<file path="src/rtl/core/lpfp_pkg.sv">
`timescale 1ns / 1ps
`default_nettype none

package lpfp_pkg;

	localparam int unsigned MagicLen = 7;

	// Parse phases, one-hot.
	typedef enum logic [8:0] {
		PH_MAGIC   = 9'b000000001,
		PH_TLEN_HI = 9'b000000010,
		PH_TLEN_LO = 9'b000000100,
		PH_TYPE    = 9'b000001000,
		PH_NLEN_HI = 9'b000010000,
		PH_NLEN_LO = 9'b000100000,
		PH_NAME    = 9'b001000000,
		PH_CONTENT = 9'b010000000,
		PH_DISCARD = 9'b100000000
	} phase_t;

	typedef enum logic [1:0] {
		KIND_HEADER  = 2'd0,
		KIND_TYPE    = 2'd1,
		KIND_NAME    = 2'd2,
		KIND_CONTENT = 2'd3
	} kind_t;

	typedef enum logic [1:0] {
		ST_PENDING   = 2'd0,
		ST_OK        = 2'd1,
		ST_BADMAGIC  = 2'd2,
		ST_TRUNCATED = 2'd3
	} status_t;

	// One tagged result word.
	typedef struct packed {
		logic [7:0] out_byte;
		kind_t      byte_kind;
		logic       blob_end;
		status_t    frame_status;
	} result_t;

	// Expected magic byte at a given position of the prefix.
	function automatic logic [7:0] magic_byte(input logic [2:0] pos);
		logic [7:0] b;
		case (pos)
			3'd0: b = 8'h00;
			3'd1: b = 8'h46;
			3'd2: b = 8'h42;
			3'd3: b = 8'h41;
			3'd4: b = 8'h54;
			3'd5: b = 8'h31;
			default: b = 8'h00;
		endcase
		return b;
	endfunction

endpackage

`default_nettype wire

</file>
<file path="src/rtl/core/lpfp_parse.sv">
`timescale 1ns / 1ps
`default_nettype none

module lpfp_parse (
	input  wire                    clk,
	input  wire                    arst_n,
	input  wire                    step,
	input  wire  [7:0]             data_byte,
	input  wire                    last_byte,
	output lpfp_pkg::result_t      result
);
	import lpfp_pkg::*;

	phase_t      phase_q;
	logic [2:0]  magic_pos_q;
	logic [15:0] remaining_q;
	logic [7:0]  len_high_q;
	logic        magic_failed_q;

	phase_t      phase_d;
	logic [2:0]  magic_pos_d;
	logic [15:0] remaining_d;
	logic [7:0]  len_high_d;
	logic        magic_failed_d;
	logic [15:0] len_full;
	logic [15:0] rem_dec;
	kind_t       kind;
	status_t     status;

	assign len_full = {len_high_q, data_byte};
	assign rem_dec  = remaining_q - 16'd1;

	// Next state and tag for the word being processed.
	always_comb begin
		phase_d        = phase_q;
		magic_pos_d    = magic_pos_q;
		remaining_d    = remaining_q;
		len_high_d     = len_high_q;
		magic_failed_d = magic_failed_q;
		kind           = KIND_HEADER;
		case (phase_q)
			PH_MAGIC: begin
				if (data_byte != magic_byte(magic_pos_q)) begin
					magic_failed_d = 1'b1;
				end
				if (magic_pos_q == 3'(MagicLen - 1)) begin
					magic_pos_d = 3'd0;
					phase_d     = magic_failed_d ? PH_DISCARD : PH_TLEN_HI;
				end else begin
					magic_pos_d = magic_pos_q + 3'd1;
				end
			end
			PH_TLEN_HI: begin
				len_high_d = data_byte;
				phase_d    = PH_TLEN_LO;
			end
			PH_NLEN_HI: begin
				len_high_d = data_byte;
				phase_d    = PH_NLEN_LO;
			end
			PH_TLEN_LO: begin
				remaining_d = len_full;
				phase_d     = (len_full == 16'd0) ? PH_NLEN_HI : PH_TYPE;
			end
			PH_NLEN_LO: begin
				remaining_d = len_full;
				phase_d     = (len_full == 16'd0) ? PH_CONTENT : PH_NAME;
			end
			PH_TYPE: begin
				kind        = KIND_TYPE;
				remaining_d = rem_dec;
				if (rem_dec == 16'd0) begin
					phase_d = PH_NLEN_HI;
				end
			end
			PH_NAME: begin
				kind        = KIND_NAME;
				remaining_d = rem_dec;
				if (rem_dec == 16'd0) begin
					phase_d = PH_CONTENT;
				end
			end
			PH_CONTENT: begin
				kind = KIND_CONTENT;
			end
			default: begin
				phase_d = PH_DISCARD;
			end
		endcase
	end

	// Status is reported only on the closing word of a blob.
	always_comb begin
		status = ST_PENDING;
		if (last_byte) begin
			if (magic_failed_d || phase_d == PH_MAGIC || phase_d == PH_DISCARD) begin
				status = ST_BADMAGIC;
			end else if (phase_d == PH_CONTENT) begin
				status = ST_OK;
			end else begin
				status = ST_TRUNCATED;
			end
		end
	end

	assign result.out_byte     = data_byte;
	assign result.byte_kind    = kind;
	assign result.blob_end     = last_byte;
	assign result.frame_status = status;

	// Parser state; the closing word returns everything to its reset value.
	always_ff @(posedge clk or negedge arst_n) begin
		if (!arst_n) begin
			phase_q        <= PH_MAGIC;
			magic_pos_q    <= 3'd0;
			remaining_q    <= 16'd0;
			len_high_q     <= 8'd0;
			magic_failed_q <= 1'b0;
		end else if (step) begin
			if (last_byte) begin
				phase_q        <= PH_MAGIC;
				magic_pos_q    <= 3'd0;
				remaining_q    <= 16'd0;
				len_high_q     <= 8'd0;
				magic_failed_q <= 1'b0;
			end else begin
				phase_q        <= phase_d;
				magic_pos_q    <= magic_pos_d;
				remaining_q    <= remaining_d;
				len_high_q     <= len_high_d;
				magic_failed_q <= magic_failed_d;
			end
		end
	end

endmodule

`default_nettype wire

</file>
<file path="src/rtl/core/length_prefixed_frame_parser_core.sv">
`timescale 1ns / 1ps
`default_nettype none

// Channel   Handshake            Word fields
// input     in_valid, in_ready    data_byte, last_byte
// output    out_valid, out_ready  out_byte, byte_kind, blob_end, frame_status
//
// One word is accepted per cycle and one tagged word is produced per cycle while
// the output is not stalled. An accepted word is held in the input register and
// is parsed into the output register when it can load, and out_valid then rises.
// Reset puts the parser back in the magic phase and empties both registers.
// A stall at the output holds the output register, and a full input register
// waits behind it; input ready drops only while both are full and the output
// is stalled, so throughput stays at one word per cycle while drained.

module length_prefixed_frame_parser_core (
	input  wire        clk,
	input  wire        arst_n,
	input  wire        in_valid,
	output logic       in_ready,
	input  wire  [7:0] data_byte,
	input  wire        last_byte,
	output logic       out_valid,
	input  wire        out_ready,
	output logic [7:0] out_byte,
	output logic [1:0] byte_kind,
	output logic       blob_end,
	output logic [1:0] frame_status
);
	import lpfp_pkg::*;

	logic       valid_s1;
	logic [7:0] data_s1;
	logic       last_s1;
	logic       valid_s2;
	result_t    result_s2;
	result_t    result;
	logic       adv_s2;
	logic       adv_s1;

	// Stage 2 can load when empty or when its word is being taken.
	assign adv_s2   = !valid_s2 || out_ready;
	assign adv_s1   = valid_s1 && adv_s2;
	assign in_ready = !valid_s1 || adv_s2;

	lpfp_parse u_parse (
		.clk       (clk),
		.arst_n    (arst_n),
		.step      (adv_s1),
		.data_byte (data_s1),
		.last_byte (last_s1),
		.result    (result)
	);

	// Input register.
	always_ff @(posedge clk or negedge arst_n) begin
		if (!arst_n) begin
			valid_s1 <= 1'b0;
		end else if (in_ready) begin
			valid_s1 <= in_valid;
		end
	end

	always_ff @(posedge clk) begin
		if (in_ready && in_valid) begin
			data_s1 <= data_byte;
			last_s1 <= last_byte;
		end
	end

	// Output register.
	always_ff @(posedge clk or negedge arst_n) begin
		if (!arst_n) begin
			valid_s2 <= 1'b0;
		end else if (adv_s2) begin
			valid_s2 <= valid_s1;
		end
	end

	always_ff @(posedge clk) begin
		if (adv_s1) begin
			result_s2 <= result;
		end
	end

	assign out_valid    = valid_s2;
	assign out_byte     = result_s2.out_byte;
	assign byte_kind    = result_s2.byte_kind;
	assign blob_end     = result_s2.blob_end;
	assign frame_status = result_s2.frame_status;

endmodule

`default_nettype wire

</file>
<file path="config.mk">
export PLATFORM = sky130hd
export DESIGN_NAME = length_prefixed_frame_parser_core
export DESIGN_NICKNAME = d
export VERILOG_FILES = /design/src/rtl/core/lpfp_pkg.sv /design/src/rtl/core/lpfp_parse.sv /design/src/rtl/core/length_prefixed_frame_parser_core.sv
export SDC_FILE = /design/constraint.sdc
export NUM_CORES = 1
export LEC_CHECK = 0
export BUFFER_PORTS_ARGS = -buffer_cell sky130_fd_sc_hd__buf_2
export CORE_MARGIN = 2
export CORE_UTILIZATION = 45
export CTS_CLUSTER_SIZE = 12
export DETAILED_ROUTE_END_ITERATION = 6
export REMOVE_ABC_BUFFERS = 1
export SYNTH_ARGS = -nofsm -noshare
export SYNTH_HDL_FRONTEND = slang
export SYNTH_SLANG_ARGS = --single-unit
</file>
<file path="constraint.sdc">
create_clock -name clk -period 2.81 [get_ports clk]
set_clock_uncertainty 0.15 [all_clocks]
set_input_delay 0.281 -clock clk [delete_from_list [all_inputs] [get_ports clk]]
set_output_delay 0.281 -clock clk [all_outputs]
set_load 0.03 [all_outputs]
</file>
# Word level (Yosys, flattened, before mapping)
# Cells that the tools add are included.
classes:
  add_sub_neg: 2
  eq_ne: 18
  mux: 24
  bitwise_logic: 1
  n_reduce_logical: 20
op_table:
  columns: ["operator", "n"]
  rows:
  - ["$pmux W9 S8", 1]
  - ["$mux W9", 5]
  - ["$pmux W7 S5", 1]
  - ["$logic_not A16 Y1", 2]
  - ["$mux W8", 4]
  - ["$pmux W16 S2", 1]
  - ["$eq A9 B1 Y1 const B", 2]
  - ["$eq A9 B8 Y1 const B", 2]
  - ["$mux W16", 1]
  - ["$sub A16 B1 Y16 const B", 1]
  - ["$eq A3 B3 Y1 const B", 3]
  - ["$eq A9 B2 Y1 const B", 1]
  - ["$eq A9 B3 Y1 const B", 1]
  - ["$eq A9 B4 Y1 const B", 1]
  - ["$eq A9 B5 Y1 const B", 1]
  - ["$eq A9 B6 Y1 const B", 1]
  - ["$eq A9 B7 Y1 const B", 1]
  - ["$eq A9 B9 Y1 const B", 1]
  - ["$mux W3", 3]
  - ["$ne A8 B8 Y1", 1]
  - ["$reduce_or A2 Y1", 4]
  - ["$eq A3 B2 Y1 const B", 2]
  - ["$pmux W2 S3", 1]
  - ["$reduce_and A2 Y1", 3]
  - ["other kinds (11)", 21]
totals:
  reg_bits: 61
  output_inout_bits: 15

# Logic depth before layout (Yosys ltp)
# Gate-level depths: netlist (run 1).
logic_depth:
  word_depth: 13
  ltp_mapped: 9
  depth_no_buf: 8

# By module
# Synthesis (run 1) repeated with hierarchy kept, for this count alone.
unflattened:
  cells_unflattened: 333
  hier_area_um2: 3337.0
modules_own_cells:
  columns: ["module", "n_inst", "cells_each", "area_per_inst_um2", "seq_area_each_um2"]
  rows:
  - ["lpfp_parse", 1, 303, 2572.5, 927.1]
  - ["length_prefixed_frame_parser_core", 1, 30, 764.5, 710.7]

# Worst setup path after synthesis (run 1)
# Ideal clock, no wire load.
synth_timing:
  path_kind: "register to register"
  start: "register valid_s2, in the netlist out_valid"
  end: "register u_parse.len_high_q[4]"
  arrival_time_ps: 2114
  t_required_ps: 2539
  slack_ps: 425
  path_stages_with_launch: 7
  n_path_buf: 1
  cell_sequence: "dfrtp_1 > nand2b_1 > nand2_1 > inv_1 > clkbuf_1 > o21ai_1 > a22o_1"
synth_via:
  elab_chain_len: 4
synth_lines:
  columns: ["element", "line", "rtl"]
  rows:
  - ["start, declared", "length_prefixed_frame_parser_core.sv:35", "logic valid_s2;"]
  - ["start signal, assigned", "length_prefixed_frame_parser_core.sv:76", "valid_s2 <= valid_s1;"]
  - ["$logic_not A1 Y1", "length_prefixed_frame_parser_core.sv:42", "assign adv_s2 = !valid_s2 || out_ready;"]
  - ["$logic_or A1 B1 Y1", "length_prefixed_frame_parser_core.sv:42", null]
  - ["$logic_and A1 B1 Y1", "length_prefixed_frame_parser_core.sv:43", "assign adv_s1 = valid_s1 && adv_s2;"]
  - ["named net adv_s1", "length_prefixed_frame_parser_core.sv:39", "logic adv_s1;"]
  - ["$reduce_and A2 Y1 (no line)", null, null]
  - ["end signal, assigned", "lpfp_parse.sv:130", "len_high_q <= len_high_d;"]
  - ["end, declared", "lpfp_parse.sv:17", "logic [7:0] len_high_q;"]
# The timed path passes the listed nets, and every way through them passes these cells.
# A chain may end at the register's enable or synchronous reset.

# Worst setup path after layout (run 1)
layout_timing:
  start: "register u_parse.remaining_q[1]"
  end: "register result_s2, in the netlist frame_status[1], data pin"
layout_via:
  elab_chain_len: 8
  elab_cells_between_ends: 12
  classes_between: "1 x add/sub; 3 x eq/ne; 5 x mux; 3 x reduce/logical"
layout_lines:
  columns: ["element", "line", "rtl"]
  rows:
  - ["start, declared", "lpfp_parse.sv:16", "logic [15:0] remaining_q;"]
  - ["start signal, assigned", "lpfp_parse.sv:129", "remaining_q <= remaining_d;"]
  - ["$sub A16 B1 Y16 *", "lpfp_parse.sv:31", "assign rem_dec = remaining_q - 16'd1;"]
  - ["$logic_not A16 Y1 *", "lpfp_parse.sv:72, lpfp_parse.sv:79", null]
  - ["$mux W9 (on tied branches)", "lpfp_parse.sv:79, lpfp_parse.sv:72", null]
  - ["$pmux W9 S8 *", "lpfp_parse.sv:41", "case (phase_q)"]
  - ["$eq A9 B1 Y1", "lpfp_parse.sv:96", "if (magic_failed_d || phase_d == PH_MAGIC || phase_d == PH_DISCARD) begin"]
  - ["$logic_or A1 B1 Y1 (2 in a row)", "lpfp_parse.sv:96", null]
  - ["$mux W2 *", "lpfp_parse.sv:96", null]
  - ["end signal, assigned", "length_prefixed_frame_parser_core.sv:82", "result_s2 <= result;"]
  - ["end, declared", "length_prefixed_frame_parser_core.sv:36", "result_t result_s2;"]
# Every way passes the cells marked *; elsewhere a longest branch is shown, timed or not.

==> flow_summary.toml, run 1 <==
[outcome]
run_status = "complete, no violations"

[critical_path]
crit_start = "u_parse.remaining_q[1]"
crit_arrival_ns = 2.43
path_class = "reg -> reg"
rr_endpoint = "frame_status[1]"
r2r-start = "u_parse.remaining_q[1]"
cp_max_fo = 9
worstPathRequired_ns = 2.74
r2r_slack_ns = 0.31
worst_setup_path_start_kind = "flop"
rr_worst_depth = 8
crit_end = "frame_status[1]"
endpoint_kind = "flop"

[cells_and_area]
layout_common_cells = "nor2_1 (38), dfrtp_1 (38), nand2_1 (29)"
area_growth_pct = 16.2
fin_cells = 541
nets = 450
drive_above_1_share = 0.198
antennaDiodeCount = 0
fin_area_sq_mm = 0.00421

[clock_network]
insertion_delay_ns = 0.34
ctsHtreeMaxLevel = 3
cts_max_path_buffers = 2
ctsResizeCount = 0
cts_tree = "yes"
post-cts-setup-buffer-count = 0
cts_root_buffer = "clkbuf_8"
numCtsBuffers = 9
clkTransAtPathRegs_ns = 0.08
cts.sinks = 61
holdBufCountCts = 11

[routing]
totalWireLength_mm = 9.89
drt_first_iter_violations = 304
drt_pass1_iterations = 5
vias_per_cell = 6.07
routedWlPerCell_um = 18.3
vias = 3284
antenna_left = 0
drc_errors = 0

[synthesis]
async_flop_share = 0.639
post_synth_num_cell_types = 67
ys.flop_type = "dfrtp_1"
yosysWarnings = 0
postSynthCellCount = 390
ys_ff_latch = 61
ys_seq_area_frac = 0.452
synth_area_per_cell_sq_um = 9.28
synth_edf_count = 22
syn_area_sq_mm = 0.00362

[die]
start_util = 0.466
ios = 28
die_w_um = 93.7
die-height_um = 93.7
rows = 32
core_area_sq_mm = 0.00777
die-area_sq_mm = 0.00878

[global_route]
grt_max_degree = 40
antenna_found_initial = 0
grt_usage = 0.237
grt_pass1_wl_mm = 15.8
grt_pass1_vias = 3038
grt_overflow = 0

[sta]
worst_slew_pin_slew_ns = 0.950
post-route-period-util = 0.891
max_freq_mhz = 400
hold_viol_final = 0
finalSetupTns_ns = 0
grt_setup_unrepaired = "false"
slew_violations = 0
max_slew_margin = 0.366
fin_ws_ns = 0.308
hold_ws_ns = 0.0765
setup_viol = 0
period_minus_slack_ns = 2.50

[power]
power.leakage_nw = 1.71
ir_drop_mv = 0.447
p_per_area_mw_per_mm2 = 659

[placed_design]
dpl.hpwl_mm = 6.94
dp.cells = 514
placed_area_sq_mm = 0.00392
port_buffers = 27
place_ws_ns = 0.360
gp_congestion = 0.913

[hold_path]
hp-class = "in -> reg"
hp-start = "out_ready"

[job]
drv_cap = 0
## per-layer routing
metal / track usage / wire length, um / vias up
met1: 0.327 / 4430 / 1575
met4: 0.103 / 212 / 0
met5: 0 / 0 / -
met2: 0.364 / 4650 / 139
met3: 0.0441 / 602 / 19
li1: - / - / 1551
## final cells by class
class,count,area (sq um)
timing repair buffer,60,410
clock inverter,7,57.6
clock buffer,9,124
sequential,61,1640
inverter,11,41.3
multi-input combinational,291,1810
fill,743,3560
tap,102,128
## per-stage QoR
step / total power [mW] / util
floorplan: 1.74 / -
global placement: 2.02 / 0.504
detailed placement: 2.03 / 0.504
CTS: 2.78 / 0.542
global route: 2.93 / 0.542
finish: 2.77 / 0.542
## cell usage after synthesis (4+ instances only)
| library cell | instances | share of area |
|---|---|---|
| dfrtp_1 | 38 | 0.26 |
| nor2_1 | 38 | 0.039 |
| nand2_1 | 29 | 0.030 |
| o21ai_0 | 27 | 0.037 |
| edfxtp_1 | 22 | 0.18 |
| o21ai_1 | 19 | 0.026 |
| a21oi_1 | 18 | 0.025 |
| clkbuf_1 | 16 | 0.017 |
| nor3_1 | 16 | 0.022 |
| a22o_1 | 13 | 0.031 |
| nor4_1 | 12 | 0.021 |
| inv_1 | 11 | 0.011 |
| nand3_1 | 8 | 0.011 |
| buf_2 | 7 | 0.0097 |
| and2_1 | 6 | 0.010 |
| nand2b_1 | 6 | 0.010 |
| nand4_1 | 6 | 0.010 |
| a31oi_1 | 5 | 0.0086 |
| or3_1 | 5 | 0.0086 |
| a211oi_1 | 4 | 0.0083 |
| nor3b_1 | 4 | 0.0083 |
| o22ai_1 | 4 | 0.0069 |
| o31ai_1 | 4 | 0.0083 |
| xnor2_1 | 4 | 0.0097 |
| xor2_1 | 4 | 0.0097 |
## critical path, stage by stage, from the launching register on
cell,delay [ns]
dfrtp_1,0.50
inv_1,0.10
ha_1,0.27
o21bai_1,0.26
o21ai_0,0.17
mux2_2,0.18
nand4_1,0.09
o31ai_1,0.36
o221ai_1,0.16
## sequential cells by signal, indices dropped and copies added (netlist names)
register,cells
frame_status,2
byte_kind,2
u_parse.magic_failed_q,1
out_valid,1
u_parse.magic_pos_q,3
out_byte,8
u_parse.len_high_q,8
last_s1,1
data_s1,8
u_parse.phase_q,9
u_parse.remaining_q,16
blob_end,1
valid_s1,1
## how the worst min path moves through the flow
| stage | end | cells after the start |
|---|---|---|
| floorplan | out_valid | 0 |
| global placement | data_s1[7] | 1 |
| detailed placement | data_s1[0] | 1 |
| CTS | out_valid | 3 |
| global route | out_valid | 3 |
| finish | out_valid | 3 |
## logic make-up after synthesis
| kind of cell | after synthesis | synth area share |
|---|---|---|
| AO/OA/AOI/OAI | 118 | 0.215 |
| XOR/XNOR | 8 | 0.0193 |
| adder cells (fa/ha/maj) | 3 | 0.0104 |
| buffers and inverters | 38 | 0.0480 |
| flip-flops | 61 | 0.452 |
| multiplexers | 2 | 0.00587 |
| AND/OR/NAND/NOR | 160 | 0.249 |
## power by group
group / leakage (nW) / switching, mW / internal [mW]
sequential: 0.735 / 0.128 / 1.01
combinational: 0.885 / 0.535 / 0.364
clock: 0.0886 / 0.402 / 0.333
total: 1.71 / 1.06 / 1.71
Power figures use the tool's default switching activity.
==> run 2: changes to the inputs <==
==> constraint.sdc (replaced) <==
create_clock -name clk -period 2.8 [get_ports clk]
set_clock_uncertainty 0.15 [all_clocks]
set_input_delay 0.42 -clock clk [delete_from_list [all_inputs] [get_ports clk]]
set_output_delay 0.42 -clock clk [all_outputs]
set_load 0.03 [all_outputs]
==> run 2 against run 1 <==
Net effect: via count is 1.7% lower; first-iteration DRC count fell by 6.3%; clock power rose by 3.3%; core utilization down 0.97 points; total power up 0.75%.
==> flow_summary.toml, run 2 (synthesis gave the netlist of run 1 again) <==
[outcome]
run_status = "complete, no violations"

[die]
core_area_sq_mm = 0.00777
die-area_sq_mm = 0.00878
ios = 28
die_w_um = 93.7
start_util = 0.466
rows = 32
die-height_um = 93.7

[cells_and_area]
area_growth_pct = 14.1
layout_common_cells = "nor2_1 (38), dfrtp_1 (38), nand2_1 (29)"
regMostFlops = "u_parse.remaining_q"
nets = 443
fin_area_sq_mm = 0.00413
antennaDiodeCount = 0
largest_reg_flops = 16
final_core_util = 0.532
reg.largest.list = "u_parse.remaining_q: 16 flops, u_parse.phase_q: 9 flops"
drive_above_1_share = 0.211

[power]
power.leakage_nw = 1.69
power_frac_seq = 0.405
p_sw_mw = 1.08
p_int_mw = 1.71
total_power_mw = 2.79
comb_power_share = 0.323
ir_drop_mv = 0.492
swShare = 0.386
p_per_area_mw_per_mm2 = 676
p_clk_frac = 0.272

[routing]
drt_first_iter_violations = 285
drc_errors = 0
routedWlPerCell_um = 18.0
antenna_left = 0
vias = 3227
totalWireLength_mm = 9.60
drt_pass1_iterations = 5
vias_per_cell = 6.04

[global_route]
grt_usage = 0.235
grt_pass1_vias = 3006
antenna_found_initial = 0
grt_overflow = 0
grt_pass1_wl_mm = 15.8
grt_max_degree = 40

[sta]
max_slew_margin = 0.382
worst_slew_pin_slew_ns = 0.927
finalSetupTns_ns = 0
setup_viol = 0
post-route-period-util = 0.877
grt_setup_unrepaired = "false"
slew_violations = 0
max_freq_mhz = 407
period_minus_slack_ns = 2.45
hold_viol_final = 0

[critical_path]
crit_slowest_cell = "nor4_1"
path_class = "reg -> reg"
cpPeakStageDelay_ns = 0.52
cp.buffers_inverters = 0
cp_top_family = "compound AO/OA/AOI/OAI gates"
worst_setup_path_start_kind = "flop"
worstPathRequired_ns = 2.73
endpoint_kind = "flop"
path_cells = "nor4_1 -> and2_1 -> a32o_1 -> o21ai_1 -> o31ai_1 -> o221ai_1"
cp_max_fo = 6
crit_arrival_ns = 2.39

[clock_network]
ctsResizeCount = 0
holdBufCountCts = 0
cts.sinks = 61
clkTransAtPathRegs_ns = 0.08
insertion_delay_ns = 0.35
post-cts-setup-buffer-count = 0
ctsHtreeMaxLevel = 3
cts_max_path_buffers = 2
cts_root_buffer = "clkbuf_8"
numCtsBuffers = 9
cts_tree = "yes"

[job]
drv_cap = 0

[placed_design]
dpl.hpwl_mm = 6.84
placed_area_sq_mm = 0.00395
gp_congestion = 0.936
port_buffers = 27

[hold_path]
hp-class = "in -> async"
[run 2: cell types whose count changed in the layout (fill, tap and decap cells not counted), sizes merged]
cell | before | now
dlygate4sd3 | 11 | 0
buf | 49 | 53
clkinvlp | 2 | 1
inv | 15 | 16
[run 2: path summary, 6_finish.rpt]
path | startpoint | endpoint | slack, ns | cells past startpoint
worst max register to register | u_parse.remaining_q[11] | frame_status[1] | 0.35 | 6
worst min register to register | valid_s1 | out_valid | 0.37 | 2
max in group asynchronous | arst_n | u_parse.magic_pos_q[2] | 1.87 | 1
worst max-delay path | u_parse.remaining_q[11] | frame_status[1] | 0.35 | 6
min in group clk | data_byte[2] | data_s1[2] | 0.09 | 1
worst min-delay path | arst_n | u_parse.remaining_q[5] | 0.05 | 1
[run 2: routing by layer]
| layer | vias to the layer above | track usage | wire length, um |
|---|---|---|---|
| met2 | 129 | 0.367 | 4550 |
| met3 | 14 | 0.0522 | 611 |
| met5 | - | 0 | 0 |
| li1 | 1529 | - | - |
| met1 | 1555 | 0.329 | 4310 |
| met4 | 0 | 0.0676 | 129 |
[run 2: final cells by class]
class,count,area (sq um)
inverters,11,41.3
well taps,102,128
clock buffers,9,124
multi-input cells,291,1810
clock inverters,7,62.6
flip-flops and latches,61,1640
repair buffers,53,330
fillers,733,3630
[run 2: through the flow]
| step | hold slack (ns) | worst slack, ns | cells |
|---|---|---|---|
| finish | 0.0480 | 0.345 | 534 |
| global route | 0.0691 | 0.163 | 534 |
| CTS | 0.0760 | 0.368 | 534 |
| detailed placement | 0.335 | 0.380 | 518 |
| global placement | 0.339 | 0.414 | 518 |
| floorplan | -0.0256 | 0.437 | 363 |
[run 2: power groups by stage]
| stage | Combinational [mW] | Sequential [mW] | Clock, mW |
|---|---|---|---|
| 5_1_grt | 0.998 | 1.15 | 0.813 |
| 3_3_place_gp | 0.890 | 1.15 | 0 |
| 2_1_floorplan | 0.577 | 1.17 | 0 |
| 6_report | 0.903 | 1.13 | 0.759 |
| 4_1_cts | 0.894 | 1.13 | 0.771 |
| 3_5_place_dp | 0.890 | 1.15 | 0 |
==> run 3: changes to the inputs <==
--- a/config.mk
+++ b/config.mk
@@ -8,6 +8,7 @@
 export BUFFER_PORTS_ARGS = -buffer_cell sky130_fd_sc_hd__buf_2
 export CORE_MARGIN = 2
 export CORE_UTILIZATION = 45
+export CTS_BUF_LIST = sky130_fd_sc_hd__clkbuf_8
 export CTS_CLUSTER_SIZE = 12
 export DETAILED_ROUTE_END_ITERATION = 6
 export REMOVE_ABC_BUFFERS = 1
==> constraint.sdc (replaced) <==
create_clock -name clk -period 2.8 [get_ports clk]
set_clock_uncertainty 0.15 [all_clocks]
set_input_delay 0.56 -clock clk [delete_from_list [all_inputs] [get_ports clk]]
set_output_delay 0.56 -clock clk [all_outputs]
set_load 0.03 [all_outputs]
==> run 3 against run 2 <==
Net effect: total power down 1.8%; register-to-register slack got worse by 0.09 ns; clock power down 5.3%; sequential share of layout area grew 0.71 points; die area stayed put; critical endpoint unchanged.
==> flow_summary.toml, run 3 (synthesis gave the netlist of run 1 again) <==
[die]
core_area_sq_mm = 0.00777
die-height_um = 93.7
ios = 28
rows = 32
die-area_sq_mm = 0.00878
die_w_um = 93.7
start_util = 0.466

[placed_design]
port_buffers = 27
dpl.hpwl_mm = 6.86
place_ws_ns = 0.299
dp.cells = 510
placed_area_sq_mm = 0.00389
gp_congestion = 0.884

[clock_network]
cts_tree = "yes"
numCtsBuffers = 9
cts.sinks = 61
ctsHtreeMaxLevel = 3
cts_root_buffer = "clkbuf_8"
insertion_delay_ns = 0.36
ctsResizeCount = 0
cts_max_path_buffers = 2
clkTransAtPathRegs_ns = 0.08
post-cts-setup-buffer-count = 0
holdBufCountCts = 0

[job]
drv_cap = 0

[cells_and_area]
final_core_util = 0.523
antennaDiodeCount = 0
area_growth_pct = 12.1
fin_area_sq_mm = 0.00406
largest_reg_flops = 16
layout_common_cells = "nor2_1 (38), dfrtp_1 (38), nand2_1 (29)"
fin_cells = 526
nets = 435
reg.largest.list = "u_parse.remaining_q: 16 flops, u_parse.phase_q: 9 flops"
drive_above_1_share = 0.196
regMostFlops = "u_parse.remaining_q"

[routing]
vias_per_cell = 6.18
drt_first_iter_violations = 330
totalWireLength_mm = 9.65
routedWlPerCell_um = 18.4
vias = 3252
drc_errors = 0
drt_pass1_iterations = 5
antenna_left = 0

[power]
total_power_mw = 2.74
power.leakage_nw = 1.65
p_per_area_mw_per_mm2 = 675
ir_drop_mv = 0.473

[global_route]
grt_max_degree = 40
grt_pass1_wl_mm = 15.9
grt_usage = 0.236
antenna_found_initial = 0
grt_pass1_vias = 3061
grt_overflow = 0

[outcome]
run_status = "complete, no violations"

[critical_path]
cp_max_fo = 9
endpoint_kind = "flop"
path_class = "reg -> reg"
worstPathRequired_ns = 2.74
crit_arrival_ns = 2.48
worst_setup_path_start_kind = "flop"

[sta]
grt_setup_unrepaired = "false"
finalSetupTns_ns = 0
hold_ws_ns = 0.175
worst_slew_pin_slew_ns = 0.944
max_slew_margin = 0.367
post-route-period-util = 0.909
max_freq_mhz = 393
fin_ws_ns = 0.254
slew_violations = 0
period_minus_slack_ns = 2.55
hold_viol_final = 0
setup_viol = 0

[hold_path]
hp-class = "in -> async"
## run 3: layout make-up
type                            instances  area [sq um]
Tap cell                              102           128
Timing Repair Buffer                   45           270
Clock buffer                            9           124
Fill cell                             748          3710
Clock inverter                          7          50.0
Inverter                               11          41.3
Sequential cell                        61          1640
Multi-Input combinational cell        291          1810
## run 3: worst paths after layout
kind                                         from                endpoint  slack [ns]  cells past startpoint
min in group clk                     data_byte[4]              data_s1[4]        0.22                      1
setup reg to reg           u_parse.remaining_q[1]         frame_status[1]        0.25                      8
setup / recovery           u_parse.remaining_q[1]         frame_status[1]        0.25                      8
hold reg to reg                          valid_s1               out_valid        0.36                      2
hold / removal                             arst_n  u_parse.remaining_q[6]        0.18                      1
max in group asynchronous                  arst_n      u_parse.phase_q[2]        1.74                      1
## run 3: power by group
part           switching (mW)  internal [mW]
logic                   0.535          0.344
registers               0.129           1.01
clock network           0.396          0.323
total                    1.06           1.68
## run 3: routing by layer
layer | GRT usage | vias to the layer above | share of wire
met4 | 0.0990 | 0 | 0.017
met5 | 0 | - | 0
met2 | 0.348 | 168 | 0.46
met1 | 0.335 | 1560 | 0.45
met3 | 0.0522 | 16 | 0.071
li1 | - | 1508 | -
## run 3: critical path: stages, from the launching register on
cell	delay, ns
dfrtp_1	0.46
inv_1	0.11
ha_1	0.32
o21ai_0	0.18
o21ai_0	0.22
a32o_1	0.19
o21ai_1	0.08
o31ai_1	0.42
o221ai_1	0.16
